==> src/hdl/wof_pkg.sv <==
package wof_pkg;

   localparam int ANGLE_BITS      = 14;
   localparam int SINE_TABLE_BITS = 8;
   localparam int TBL_N           = 1 << SINE_TABLE_BITS;
   localparam int PH_W            = SINE_TABLE_BITS + 2;
   localparam int PHASE_SHIFT     = ANGLE_BITS - SINE_TABLE_BITS - 2;
   localparam int PH_R            = (PHASE_SHIFT > 0) ? PHASE_SHIFT : 0;
   localparam int PH_L            = (PHASE_SHIFT < 0) ? -PHASE_SHIFT : 0;
   localparam int NUM_W           = ANGLE_BITS + 36;
   localparam int DEN_W           = 26;
   localparam int STEP_W          = $clog2(NUM_W + 1);
   localparam int HALF_TURN       = 1 << (ANGLE_BITS - 1);

   localparam logic [15:0] ALPHA_ONE     = 16'd32768;
   localparam logic [15:0] ALPHA_RESET   = 16'd27853;
   localparam logic [15:0] GAIN_RESET    = 16'd16384;
   localparam logic [23:0] PERIOD_RESET  = 24'd16777;

   typedef enum logic [1:0] {
      OP_TICK      = 2'd0,
      OP_CLR_DIST  = 2'd1,
      OP_CLR_SPEED = 2'd2,
      OP_NONE      = 2'd3
   } op_type;

   typedef enum logic [2:0] {
      CSR_ALPHA        = 3'd0,
      CSR_GAIN         = 3'd1,
      CSR_LEFT_SCALE   = 3'd2,
      CSR_RIGHT_SCALE  = 3'd3,
      CSR_LEFT_HARM    = 3'd4,
      CSR_RIGHT_HARM   = 3'd5,
      CSR_TICK_PERIOD  = 3'd6,
      CSR_SPARE        = 3'd7
   } csr_index_type;

   typedef struct packed {
      logic [1:0]                  operation;
      logic [ANGLE_BITS-1:0]       angle_right;
      logic [ANGLE_BITS-1:0]       angle_left;
      logic signed [23:0]          acceleration;
   } req_type;

   typedef struct packed {
      logic signed [23:0] raw_speed_left;
      logic signed [23:0] raw_speed_right;
      logic signed [39:0] raw_distance_left;
      logic signed [39:0] raw_distance_right;
      logic signed [23:0] smooth_speed_left;
      logic signed [23:0] smooth_speed_right;
      logic signed [39:0] smooth_distance_left;
      logic signed [39:0] smooth_distance_right;
      logic signed [23:0] fused_speed_left;
      logic signed [23:0] fused_speed_right;
      logic signed [39:0] fused_distance_left;
      logic signed [39:0] fused_distance_right;
   } rsp_type;

   typedef struct packed {
      logic start;
      logic clr_dist;
      logic clr_speed;
      logic ack;
   } lane_ctrl_type;

   typedef struct packed {
      logic        negate;
      logic [15:0] alpha;
      logic [15:0] gain;
      logic [31:0] speed_scale;
      logic [63:0] harmonics;
      logic [23:0] tick_period;
   } lane_cfg_type;

   typedef struct packed {
      logic signed [23:0] raw;
      logic signed [39:0] raw_dist;
      logic signed [23:0] smooth;
      logic signed [39:0] smooth_dist;
      logic signed [23:0] fused;
      logic signed [39:0] fused_dist;
   } lane_res_type;

   typedef logic [15:0] sine_rom_type [TBL_N];

   // quarter-wave sine, Q1.15, odd-power Taylor series at the bin centres
   function automatic sine_rom_type build_sine();
      sine_rom_type rom;
      logic [63:0]  x;
      logic [63:0]  term;
      logic [63:0]  sum;
      logic [63:0]  v;
      for (int k = 0; k < TBL_N; k++) begin
         x    = (64'(2 * k + 1) * 64'd1686629713) / (2 * TBL_N);
         term = x;
         sum  = x;
         for (int n = 1; n <= 7; n++) begin
            term = ((((term * x) >> 30) * x) >> 30) / 64'((2 * n) * (2 * n + 1));
            if (n % 2 == 1) begin
               sum = sum - term;
            end else begin
               sum = sum + term;
            end
         end
         v = (sum + 64'd16384) >> 15;
         if (v > 64'd32767) begin
            v = 64'd32767;
         end
         rom[k] = v[15:0];
      end
      return rom;
   endfunction

   localparam sine_rom_type SINE_ROM = build_sine();

   function automatic logic [PH_W-1:0] phase_of(logic [ANGLE_BITS-1:0] angle);
      logic [31:0] e;
      e = 32'(angle);
      e = (e >> PH_R) << PH_L;
      return e[PH_W-1:0];
   endfunction

   function automatic logic signed [16:0] trig(logic [PH_W-1:0] ph);
      logic [SINE_TABLE_BITS-1:0] q;
      logic signed [16:0]         v;
      q = ph[SINE_TABLE_BITS-1:0];
      v = ph[PH_W-2] ? signed'({1'b0, SINE_ROM[~q]}) : signed'({1'b0, SINE_ROM[q]});
      return ph[PH_W-1] ? -v : v;
   endfunction

   function automatic logic signed [23:0] sat24(logic signed [63:0] x);
      if (x > 64'sd8388607) begin
         return 24'sh7FFFFF;
      end else if (x < -64'sd8388608) begin
         return 24'sh800000;
      end
      return x[23:0];
   endfunction

   // distance gain of one tick, rounded half up, wrapping at 40 bits
   function automatic logic signed [39:0] dist_step(logic signed [39:0] d,
                                                    logic signed [61:0] p);
      logic signed [63:0] s;
      s = (64'(p) + 64'sd8388608) >>> 24;
      s = 64'(d) + s;
      return s[39:0];
   endfunction

endpackage

==> src/hdl/wof_merge.sv <==
module wof_merge import wof_pkg::*; (
   input  logic          clock,
   input  logic          reset,
   input  logic          load,
   input  logic          tick,
   input  lane_res_type  res_left,
   input  lane_res_type  res_right,
   input  logic          rsp_stall,
   output logic          rsp_valid,
   output rsp_type       rsp_data,
   output logic          ready
);

   logic    valid_ff, valid_in;
   rsp_type data_ff, data_in;

   assign ready = !valid_ff || !rsp_stall;

   always_comb begin
      valid_in = valid_ff;
      data_in  = data_ff;
      if (valid_ff && !rsp_stall) begin
         valid_in = 1'b0;
      end
      if (load) begin
         valid_in                      = 1'b1;
         data_in.raw_speed_left        = tick ? res_left.raw : '0;
         data_in.raw_speed_right       = tick ? res_right.raw : '0;
         data_in.raw_distance_left     = res_left.raw_dist;
         data_in.raw_distance_right    = res_right.raw_dist;
         data_in.smooth_speed_left     = res_left.smooth;
         data_in.smooth_speed_right    = res_right.smooth;
         data_in.smooth_distance_left  = res_left.smooth_dist;
         data_in.smooth_distance_right = res_right.smooth_dist;
         data_in.fused_speed_left      = res_left.fused;
         data_in.fused_speed_right     = res_right.fused;
         data_in.fused_distance_left   = res_left.fused_dist;
         data_in.fused_distance_right  = res_right.fused_dist;
      end
   end

   always_ff @(posedge clock) begin
      if (reset) begin
         valid_ff <= 1'b0;
      end else begin
         valid_ff <= valid_in;
      end
   end

   always_ff @(posedge clock) begin
      data_ff <= data_in;
   end

   assign rsp_valid = valid_ff;
   assign rsp_data  = data_ff;

endmodule

==> config.mk <==
export PLATFORM = sky130hd
export DESIGN_NAME = wof_merge
export DESIGN_NICKNAME = d
export VERILOG_FILES = /design/src/hdl/wof_pkg.sv /design/src/hdl/wof_merge.sv
export SDC_FILE = /design/constraint.sdc
export NUM_CORES = 1
export LEC_CHECK = 0
export ABC_AREA = 1
export BUFFER_PORTS_ARGS = -buffer_cell sky130_fd_sc_hd__buf_4
export CORE_AREA = 10 10 293 295
export DETAILED_ROUTE_END_ITERATION = 8
export DIE_AREA = 0 0 303 305
export PLACE_DENSITY = 0.46
export SLEW_MARGIN = 20
export SYNTH_ARGS = -nofsm -noshare
export SYNTH_HDL_FRONTEND = slang
export SYNTH_SLANG_ARGS = --single-unit
==> constraint.sdc <==
create_clock -name clock -period 1.1 [get_ports clock]
set_input_delay 0.11 -clock clock [delete_from_list [all_inputs] [get_ports clock]]
set_output_delay 0.11 -clock clock [all_outputs]
set_load 0.01 [all_outputs]
=== Yosys cells after proc, flatten, opt, wreduce, memory -nomap -nowiden ===
Cells that the tools add are included.

* Register bits: 385
* Output and inout port bits: 386
* Word-level logic and storage cells: 20

* Mux-type cells: 2
* Reduce and logical (&&, ||, !) cells: 5

{| class="wikitable"
|+ Operators with widths
! kind !! count
|-
| $logic_not 1->1 || 2
|-
| $mux 1 || 2
|-
| $reduce_bool 2->1 || 1
|-
| $logic_and 1x1->1 || 1
|-
| $logic_or 1x1->1 || 1
|}

=== Logic depth before layout (Yosys ltp) ===
Gate-level depths: netlist (run 1).

* Depth in word-level cells: 4
* Gate-level depth with buffers: 4

=== Least setup slack after synthesis (run 1) ===
Ideal clock, no wire load.

* Kind: input-to-reg
* Start: input port tick
* End: register data_ff (netlist bit rsp_data[356]), data pin
* Setup time: 0.249 ns
* Arrival time: 0.470 ns
* Path slack: 0.382 ns
* Stages on the path: 4
* Buffers on the path: 2
* Cell sequence: buf_4 -> buf_6 -> nand2_1 -> inv_2

{| class="wikitable"
|+ RTL lines
! what !! RTL line !! text
|-
| start, declared || wof_merge.sv:5 || <nowiki>input logic tick,</nowiki>
|-
| end signal, assigned || wof_merge.sv:51 || <nowiki>data_ff <= data_in;</nowiki>
|-
| end, declared || wof_merge.sv:15 || <nowiki>rsp_type data_ff, data_in;</nowiki>
|}

No word-level cell between the ends.

=== Final worst setup path (run 1) ===
* Start: register data_ff (netlist bit rsp_data[193])
* End: output port rsp_data[193] (netlist name)

{| class="wikitable"
|+ RTL lines
! what !! RTL line !! text
|-
| end, declared || wof_merge.sv:10 || <nowiki>output rsp_type rsp_data,</nowiki>
|}

No word-level cell between the ends.

==> impl_results.md, run 1 <==
- Worst Path Buf+Inv: 1
- Gpl congestion: 0.770
- Status: finished, violations left
- Worst Hold Class: input port to register
- Post-route worst setup slack: -227 ps
- Worst vdd ir: 1.20 mV
- Total CTS buffers: 44
- Synth area leader: edfxtp_1
- PortBufs: 774
- Vias in the first global route: about 11,000
- Core area: 79,900 sq um
- Die Ht: approximately 310 microns
- Fillers: 7,686
- Met3 Routed Length: 6.32 mm
- Clk root buf: clkbuf_16
- Slew @ Worst Pin: 646 ps
- Sequential share of the synthesized area: 0.965
- Min-delay src: tick
- Synthesized net count: 878
- Full die area: 92,400 sq um
- Beginning of the critical path: rsp_data[193]
- Final Hold Viols: 0
- Synth top cells by count: edfxtp_1, nand2_1, inv_1, inv_2
- Reg2reg end: rsp_valid
- Cell family with most CP delay: flip-flops
- Slowest cell on crit path: edfxtp_1
- CTS tree: built
- Antenna-violating nets left: 0
- Pwr per Cell Area: 1470 nW/um^2
- Critical path depth: 1
- Worst EP arrival: approximately 1200 ps
- Vias: 9,466
- Critical path peak fanout: 1
- Setup TNS: -36,880 ps
- Reg2Reg Launch Point: rsp_valid
- Ys flop type: edfxtp_1
- Syn. warnings: 0
- Worst Setup Start Kind: register
- Failing checks: setup timing
- Setup slack, reg-to-reg: 400 ps
- First DRT Iteration DRCs: approximately 430
- Synth top area share: 0.964
- Static leakage: 0.0109 uW
- Post-Syn Area: ~12,000 sq um
- Syn_area_per_cell: between 20 and 25 sq um
- Synth top area cells: edfxtp_1, nand2_1, inv_1
- RSZ-0062 raised after global routing: true
- Top-count cell post-synth: edfxtp_1
- CTS H-tree lvls: 2
- Endpoints failing setup: 386
- CP peak stage delay: approximately 480 ps
- CP endpoint: rsp_data[193]
- Final worst path period share: 1.21
- Fmax: 754 MHz
- Max_slew headroom: 0.569
- Largest net degree at the start of global routing: 49
- Critical-path cell list: buf_6
- Netlist cell types: 9
- Post-Synthesis Cells: roughly 490
- GR Overflow Total: 0
- I/O pin count: 775
- Fin nets: around 2,100
- FF-to-FF path depth: 3
- DRT Pass-1 Iters: 4
- Worst endpoint required time: between 900 and 1000 ps
- Die Wd: 303 microns
- DRT Wirelength: 55.4 mm
- Sink Count: 385
- CTS clock-pin slew for the worst setup and hold paths: about 60 ps
- Async S/R FF share, synth: 0
- HPWL Detailed: between 40 and 50 mm
- EDFF count, synth: 384
- Global-route wire length before repair: 77.5 mm
- Skew final: 0 ps
- Tot GR Track Use: 0.114
- # Max-Cap Violations: 0
- Clock buffer depth: 3
- Initial Util: 0.150
- Initial antenna violation count: 10
- Avg Vias per Cell: 3.35
- Routed length on met1: 19.5 mm
- Standard-cell rows: between 100 and 150
- CP Class: register to output pin
- CP endpoint kind: output pin
- Max Used Layer: met5
- Max-slew violation count: 0
- Worst skew pair latency: approximately 560 ps
- Post-DR wirelength/cell: 19.6 microns
- Flops & latches, synth: 385
- Fin crit period: between 1000 and 1500 ps
- Synth-to-Final Area Change: 118%
- Setup WS pre-CTS: between 60 and 70 ps
- DRC viols: 0
- Share of cells above drive strength 1: 0.501
- Met2 wire length: 28.1 mm
[placed cells by master, fill, tap and decap left out, drive strengths merged, types with 2 or more instances in the layout]
cell         netlist  routed
inv               49      52
clkbuf             0      53
diode              0       4
bufinv             0       3
nand2             49      49
edfxtp           384     384
clkinvlp           0       2
clkinv             0      17
buf                5     810
dlygate4sd3        0     387
[flip-flops by register name (all words and copies together) (netlist names)]
signal     flops
rsp_valid      1
rsp_data     384
[timing repair]
item	4_1_cts	5_1_grt
resized for setup	340	39
endpoints found under the hold margin	391	0
hold buffers	387	0
pin swaps	1	1
setup buffers	1	0
setup endpoints to repair	386	386
[through the flow]
stage / area (sq um) / hold slack (ps) / power, uW / util / instances
after floorplan: 12000 / 179 / 18800 / - / 489
after CTS: 25900 / 127 / 38900 / 0.325 / 2819
final: 26100 / 172 / 38300 / 0.327 / 2823
after global routing: 26100 / 146 / 40000 / 0.327 / 2821
after detailed placement: 19400 / 266 / 22500 / 0.243 / 2353
after global placement: 19400 / 268 / 22500 / 0.243 / 2353
[kinds of logic (layout without fill, tap and decap cells)]
logic type,count (synthesis),count (layout),share of synthesized area
simple gates,49,49,0.0154
other cells,0,4,0
buf+inv,54,1324,0.0187
flops,385,385,0.965
compound gates,1,1,0.000418
[layout make-up]
| type | count | area, sq um | area share |
|---|---|---|---|
| Tap cell | 1060 | 1330 | 0.0508 |
| Inverter | 49 | 184 | 0.00705 |
| Clock buffer | 53 | 1160 | 0.0443 |
| Sequential cell | 385 | 11600 | 0.443 |
| Antenna cell | 4 | 10.0 | 0.000384 |
| Clock inverter | 25 | 209 | 0.00801 |
| Multi-Input combinational cell | 50 | 191 | 0.00734 |
| Timing Repair Buffer | 1197 | 11500 | 0.439 |
[power breakdown]
group,switching [uW],leakage [uW],internal [uW]
clock network,5930,0.000663,8180
logic,2260,0.00648,3850
registers,604,0.00376,17500
total,8800,0.0109,29500
[worst min-delay path by stage]
stage / slack (ps) / to / cells after the start
floorplan: 180 / rsp_valid / 1
global placement: 270 / rsp_valid / 2
detailed placement: 270 / rsp_valid / 2
CTS: 130 / rsp_data[370] / 3
global route: 150 / rsp_data[370] / 3
finish: 170 / rsp_data[370] / 3
[per-layer routing]
metal / GRT usage / up-vias
met4: 0.0327 / 12
li1: - / 4328
met3: 0.0523 / 84
met1: 0.119 / 4539
met2: 0.201 / 503
met5: 0 / -
(Power assumes the default switching activity.)
==> run 2, diff against run 1 <==
--- a/config.mk
+++ b/config.mk
@@ -10,6 +10,7 @@
 export CORE_AREA = 10 10 293 295
 export DETAILED_ROUTE_END_ITERATION = 8
 export DIE_AREA = 0 0 303 305
+export MAX_ROUTING_LAYER = met4
 export PLACE_DENSITY = 0.46
 export SLEW_MARGIN = 20
 export SYNTH_ARGS = -nofsm -noshare
==> run 2 against run 1 <==
Against the previous run:
- largest power group unchanged
- maximum frequency is 0.29% higher
- combinational power hardly changed
- the flow still finishes with violations (setup timing)
- core utilization hardly changed
- register-to-register slack hardly changed
- sequential share of layout area hardly changed
- clock power hardly changed
==> impl_results.md, run 2 (synthesized netlist as in run 1, its figures left out) <==
- CP peak stage delay: 480 ps (about the same)
- Setup TNS: -37,020 ps (was -36,880 ps)
- Pint: 29,500 uW (about the same)
- CTS tree: built (unchanged)
- Fmax: 756 MHz (was 754 MHz)
- Cell family with most CP delay: flip-flops (unchanged)
- GR Overflow Total: 0 (unchanged)
- P_sw: 8790 uW (was 8800 uW)
- Avg Vias per Cell: 3.33 (was 3.35)
- Final Util: 0.327 (about the same)
- Worst vdd ir: 1.19 mV (was 1.20 mV)
- Worst endpoint required time: 990 ps (about the same)
- Global-route wire length before repair: 77.3 mm (was 77.5 mm)
- Combinational Power Share: 0.160 (about the same)
- Setup WS pre-CTS: 68.2 ps (unchanged)
- DRT Pass-1 Iters: 4 (unchanged)
- # Max-Cap Violations: 0 (unchanged)
- Worst Hold Class: input port to register (unchanged)
- Synth-to-Final Area Change: 118% (about the same)
- Post-DR wirelength/cell: 19.6 microns (about the same)
- Worst Setup Start Kind: register (unchanged)
- Skew final: 0 ps (unchanged)
- Status: finished, violations left (unchanged)
- Max-slew violation count: 0 (unchanged)
- Standard-cell rows: 104 (unchanged)
- Worst skew pair latency: 560 ps (about the same)
- Initial antenna violation count: 11 (was 10)
- Full die area: 92,400 sq um (unchanged)
- Worst Path Buf+Inv: 1 (unchanged)
- Tot GR Track Use: 0.117 (was 0.114)
- Initial Util: 0.150 (unchanged)
- DRC viols: 0 (unchanged)
- Post-layout instance area: 26,100 sq um (about the same)
- Max_slew headroom: 0.571 (was 0.569)
- Post-route worst setup slack: -223 ps (was -227 ps)
- Vias: 9,423 (was 9,466)
- CTS H-tree lvls: 2 (unchanged)
- PortBufs: 774 (unchanged)
- Static leakage: 0.0109 uW (about the same)
- Final worst path period share: 1.20 (was 1.21)
- Endpoints failing setup: 386 (unchanged)
- Antenna-violating nets left: 0 (unchanged)
- Clock buffer depth: 3 (unchanged)
- CP endpoint kind: output pin (unchanged)
- WHS: 173 ps (was 172 ps)
- Max reg flops: 384 (unchanged)
- Die Ht: 305 microns (unchanged)
- CP Class: register to output pin (unchanged)
- Die Wd: 303 microns (unchanged)
- Most common cell after layout, fill and taps aside: buf_4 (unchanged)
- Failing checks: setup timing (unchanged)
- Critical path peak fanout: 1 (unchanged)
- Gpl congestion: 0.780 (was 0.770)
- DRT Wirelength: 55.4 mm (about the same)
- Post-DP Area: 19,400 sq um (unchanged)
- Fillers: 7,685 (was 7,686)
- CTS clock-pin slew for the worst setup and hold paths: 60 ps (about the same)
- Sw Ratio: 0.230 (about the same)
- Vias in the first global route: 10,943 (was 10,931)
- Final Hold Viols: 0 (unchanged)
- Sink Count: 385 (unchanged)
- Worst EP arrival: 1210 ps (was 1220 ps)
- Slew @ Worst Pin: 643 ps (was 646 ps)
- Clock power share: 0.368 (about the same)
- Fin crit period: 1320 ps (was 1330 ps)
- Share of cells above drive strength 1: 0.501 (unchanged)
- Largest net degree at the start of global routing: 49 (unchanged)
- Total CTS buffers: 44 (unchanged)
- I/O pin count: 775 (unchanged)
- Clk root buf: clkbuf_16 (unchanged)
- Core area: 79,900 sq um (unchanged)
- RSZ-0062 raised after global routing: true (unchanged)
- HPWL Detailed: 42.1 mm (unchanged)
- Pwr per Cell Area: 1470 nW/um^2 (about the same)
- Slowest cell on crit path: edfxtp_1 (unchanged)
- Critical-path cell list: buf_6 (unchanged)
- Most frequent cells in the layout: buf_4, dlygate4sd3_1, edfxtp_1 (unchanged)
- Flop pwr share: 0.472 (about the same)
- First DRT Iteration DRCs: 435 (was 432)
- Fin nets: 2,116 (unchanged)
## run 2: power groups by stage
stage | clock network, uW | registers, uW | logic [uW]
after floorplan | 0 | 18700 | 98.6
after global placement | 0 | 18200 | 4360
after detailed placement | 0 | 18200 | 4370
after CTS | 14700 | 18100 | 6150
after global routing | 15300 | 18200 | 6480
final | 14100 | 18100 | 6110
## run 2: per-layer routing
layer  GRT usage  part of all wire  wire, microns
met5           -                 0              0
met1       0.121              0.36          20000
met3      0.0499              0.11           5910
met4      0.0328             0.024           1350
met2       0.201              0.51          28200
## run 2: timing repair
| item | 4_1_cts | 5_1_grt |
|---|---|---|
| buffers inserted | 1 | 0 |
| setup endpoints to repair | 386 | 386 |
| resized for setup | 340 | 38 |
| endpoints found under the hold margin | 391 | 0 |
| hold buffers | 387 | 0 |
| pin swaps | 1 | 1 |
| cloned | 0 | 0 |
## run 2: worst paths after layout
kind | from | end | slack (ps) | cells after the start
hold / removal | tick | rsp_data[370] | 170 | 3
setup / recovery | rsp_data[193] | rsp_data[193] | -220 | 1
setup reg to reg | rsp_valid | rsp_valid | 400 | 3
hold reg to reg | rsp_valid | rsp_valid | 580 | 3
## run 2: metrics by stage
step	total power, uW	std cells
finish	38300	2829
global route	40000	2828
CTS	38900	2819
detailed placement	22500	2353
global placement	22500	2353
floorplan	18800	489
## run 2: cell type report
cell class / instances / area (sq um) / area share
tap: 1060 / 1330 / 0.0508
clock inverter: 25 / 209 / 0.00800
clock buffer: 53 / 1160 / 0.0443
inverter: 49 / 184 / 0.00705
timing repair buffer: 1197 / 11500 / 0.439
sequential: 385 / 11600 / 0.443
multi-input combinational: 50 / 191 / 0.00733
antenna: 10 / 25.0 / 0.000959
==> run 3, diff against run 2 <==
--- a/config.mk
+++ b/config.mk
@@ -7,11 +7,11 @@
 export LEC_CHECK = 0
 export ABC_AREA = 1
 export BUFFER_PORTS_ARGS = -buffer_cell sky130_fd_sc_hd__buf_4
-export CORE_AREA = 10 10 293 295
+export CORE_AREA = 10 10 297 299
 export DETAILED_ROUTE_END_ITERATION = 8
-export DIE_AREA = 0 0 303 305
+export DIE_AREA = 0 0 307 309
 export MAX_ROUTING_LAYER = met4
-export PLACE_DENSITY = 0.46
+export PLACE_DENSITY = 0.45
 export SLEW_MARGIN = 20
 export SYNTH_ARGS = -nofsm -noshare
 export SYNTH_HDL_FRONTEND = slang
==> run 3 against run 2 <==
Against the previous run:
- the run still ends with setup timing left
- clock skew unchanged
- count of clock-buffer cells in the layout unchanged
- combinational power up 1%
- global-route usage up 0.079 points
- sequential cell count unchanged
- critical path depth unchanged
- maximum frequency down 1.7%
- worst setup slack worse by 23 ps
- critical path type unchanged
- sequential share of layout area about the same
- via count up 0.59%
- critical endpoint is now rsp_data[155]
- clock power about the same
==> impl_results.md, run 3 (synthesized netlist as in run 1, its figures left out) <==
- Worst vdd ir: 1.17 mV (was 1.19 mV)
- Setup slack, reg-to-reg: 510 ps (was 400 ps)
- GRT met3 Usage: 0.0502 (was 0.0499)
- Standard-cell rows: 105 (was 104)
- Tot GR Track Use: 0.118 (was 0.117)
- Max-slew violation count: 0 (unchanged)
- Clock power share: 0.366 (was 0.368)
- Synth-to-Final Area Change: 118% (about the same)
- Slowest cell on crit path: edfxtp_1 (unchanged)
- DRT Pass-1 Iters: 4 (unchanged)
- RSZ-0062 raised after global routing: true (unchanged)
- Critical path peak fanout: 1 (unchanged)
- Sw Ratio: 0.230 (about the same)
- Share of cells above drive strength 1: 0.499 (was 0.501)
- Fin nets: 2,109 (was 2,116)
- Antenna-violating nets left: 0 (unchanged)
- Gpl congestion: 0.790 (was 0.780)
- Fillers: 7,942 (was 7,685)
- Static leakage: 0.0109 uW (about the same)
- Post-DR wirelength/cell: 20.4 microns (was 19.6 microns)
- Fin crit period: 1350 ps (was 1320 ps)
- Reg2reg end: rsp_valid (unchanged)
- Beginning of the critical path: rsp_data[155] (was rsp_data[193])
- Post-CTS Setup Repair Bufs: 0 (was 1)
- CTS H-tree lvls: 2 (unchanged)
- Worst endpoint required time: 990 ps (about the same)
- Global-route wire length before repair: 79.5 mm (was 77.3 mm)
- Worst Path Buf+Inv: 1 (unchanged)
- Fmax: 743 MHz (was 756 MHz)
- DRC viols: 0 (unchanged)
- Critical-path cell list: buf_6 (unchanged)
- DRT Wirelength: 57.6 mm (was 55.4 mm)
- Met1 usage: 0.121 (about the same)
- PortBufs: 774 (unchanged)
- I/O pin count: 775 (unchanged)
- Pwr per Cell Area: 1470 nW/um^2 (about the same)
- Min-delay src: tick (unchanged)
- Max reg flops: 384 (unchanged)
- Skew final: 0 ps (unchanged)
- CTS tree: built (unchanged)
- Total CTS buffers: 43 (was 44)
- Combinational Power Share: 0.161 (was 0.160)
- Vias in the first global route: 11,054 (was 10,943)
- Final Hold Viols: 0 (unchanged)
- Full die area: 94,900 sq um (was 92,400 sq um)
- Setup TNS: -38,580 ps (was -37,020 ps)
- First DRT Iteration DRCs: 489 (was 435)
- Met2 GRT Util: 0.201 (about the same)
- # Max-Cap Violations: 0 (unchanged)
- Core area: 81,800 sq um (was 79,900 sq um)
- Fin cells: 2,827 (was 2,829)
- FF-to-FF path depth: 2 (was 3)
- Most common cell after layout, fill and taps aside: buf_4 (unchanged)
- Reg2Reg Launch Point: rsp_valid (unchanged)
- Sink Count: 385 (unchanged)
- Endpoints failing setup: 405 (was 386)
- CP endpoint kind: output pin (unchanged)
- Post-route worst setup slack: -246 ps (was -223 ps)
- Placed Instances: 2,358 (was 2,353)
- Most frequent cells in the layout: buf_4, dlygate4sd3_1, edfxtp_1 (unchanged)
- Avg Vias per Cell: 3.35 (was 3.33)
- CTS clock-pin slew for the worst setup and hold paths: 60 ps (about the same)
- Worst skew pair latency: 550 ps (was 560 ps)
- Slew @ Worst Pin: 528 ps (was 643 ps)
- Pint: 29,500 uW (about the same)
- Vias: 9,479 (was 9,423)
- Initial antenna violation count: 5 (was 11)
- Layer with the highest usage: met2 (unchanged)
- Max_slew headroom: 0.648 (was 0.571)
- Worst hold endpoint: rsp_data[338] (was rsp_data[370])
- Clk root buf: clkbuf_16 (unchanged)
- Worst Setup Start Kind: register (unchanged)
- GR Overflow Total: 0 (unchanged)
- Failing checks: setup timing (unchanged)
- Die Ht: 309 microns (was 305 microns)
- Hold Path Depth: 3 (unchanged)
- CP Class: register to output pin (unchanged)
- P_sw: 8800 uW (was 8790 uW)
- Initial Util: 0.146 (was 0.150)
- Largest net degree at the start of global routing: 49 (unchanged)
- Worst EP arrival: 1240 ps (was 1210 ps)
- Final worst path period share: 1.22 (was 1.20)
- Cell family with most CP delay: flip-flops (unchanged)
- Worst Hold Class: input port to register (unchanged)
- Die Wd: 307 microns (was 303 microns)
- CP peak stage delay: 500 ps (was 480 ps)
- Setup WS pre-CTS: 28.0 ps (was 68.2 ps)
- HPWL Detailed: 44.8 mm (was 42.1 mm)
- Status: finished, violations left (unchanged)
- Clock buffer depth: 3 (unchanged)
- Flop pwr share: 0.473 (was 0.472)
run 3: what timing repair did:
item,in CTS,in global routing
gates resized for setup,347,34
endpoints found under the setup margin,386,394
endpoints found under the hold margin,395,0
hold buffers,387,0
run 3: power groups by stage:
| stage | logic (uW) | registers (uW) | clock network, uW |
|---|---|---|---|
| final | 6170 | 18100 | 14000 |
| after CTS | 6230 | 18100 | 14500 |
| after floorplan | 98.6 | 18700 | 0 |
| after global placement | 4420 | 18200 | 0 |
| after detailed placement | 4430 | 18200 | 0 |
| after global routing | 6530 | 18200 | 15200 |
run 3: metal layers:
layer,share of wire,vias to the layer above
met2,0.51,508
li1,-,4319
met5,0,-
met3,0.10,85
met1,0.35,4567
met4,0.033,0
run 3: layout make-up:
cell class                 count  area, sq um  share of cell area
antenna                        4         10.0            0.000384
clock buffer                  53         1160              0.0447
clock inverter                25          203             0.00777
sequential                   385        11600               0.443
tap                         1070         1340              0.0513
inverter                      49          184             0.00705
timing repair buffer        1191        11400               0.439
multi-input combinational     50          191             0.00734
run 3: how the worst max path moves through the flow:
stage | slack [ps] | to | cells after the start
after floorplan | 380 | rsp_data[356] | 4
after global placement | 30 | rsp_data[213] | 3
after detailed placement | 30 | rsp_data[235] | 3
after CTS | -300 | rsp_data[155] | 1
after global routing | -300 | rsp_data[321] | 1
final | -250 | rsp_data[155] | 1
run 3: metrics by stage:
| step | hold WS (ps) | instance area, sq um | util | total power [uW] |
|---|---|---|---|---|
| after CTS | 88.2 | 25900 | 0.317 | 38900 |
| after detailed placement | 272 | 19400 | 0.237 | 22600 |
| after global routing | 133 | 26100 | 0.319 | 40000 |
| after global placement | 265 | 19400 | 0.237 | 22600 |
| after floorplan | 179 | 12000 | - | 18800 |
| final | 135 | 26100 | 0.319 | 38300 |
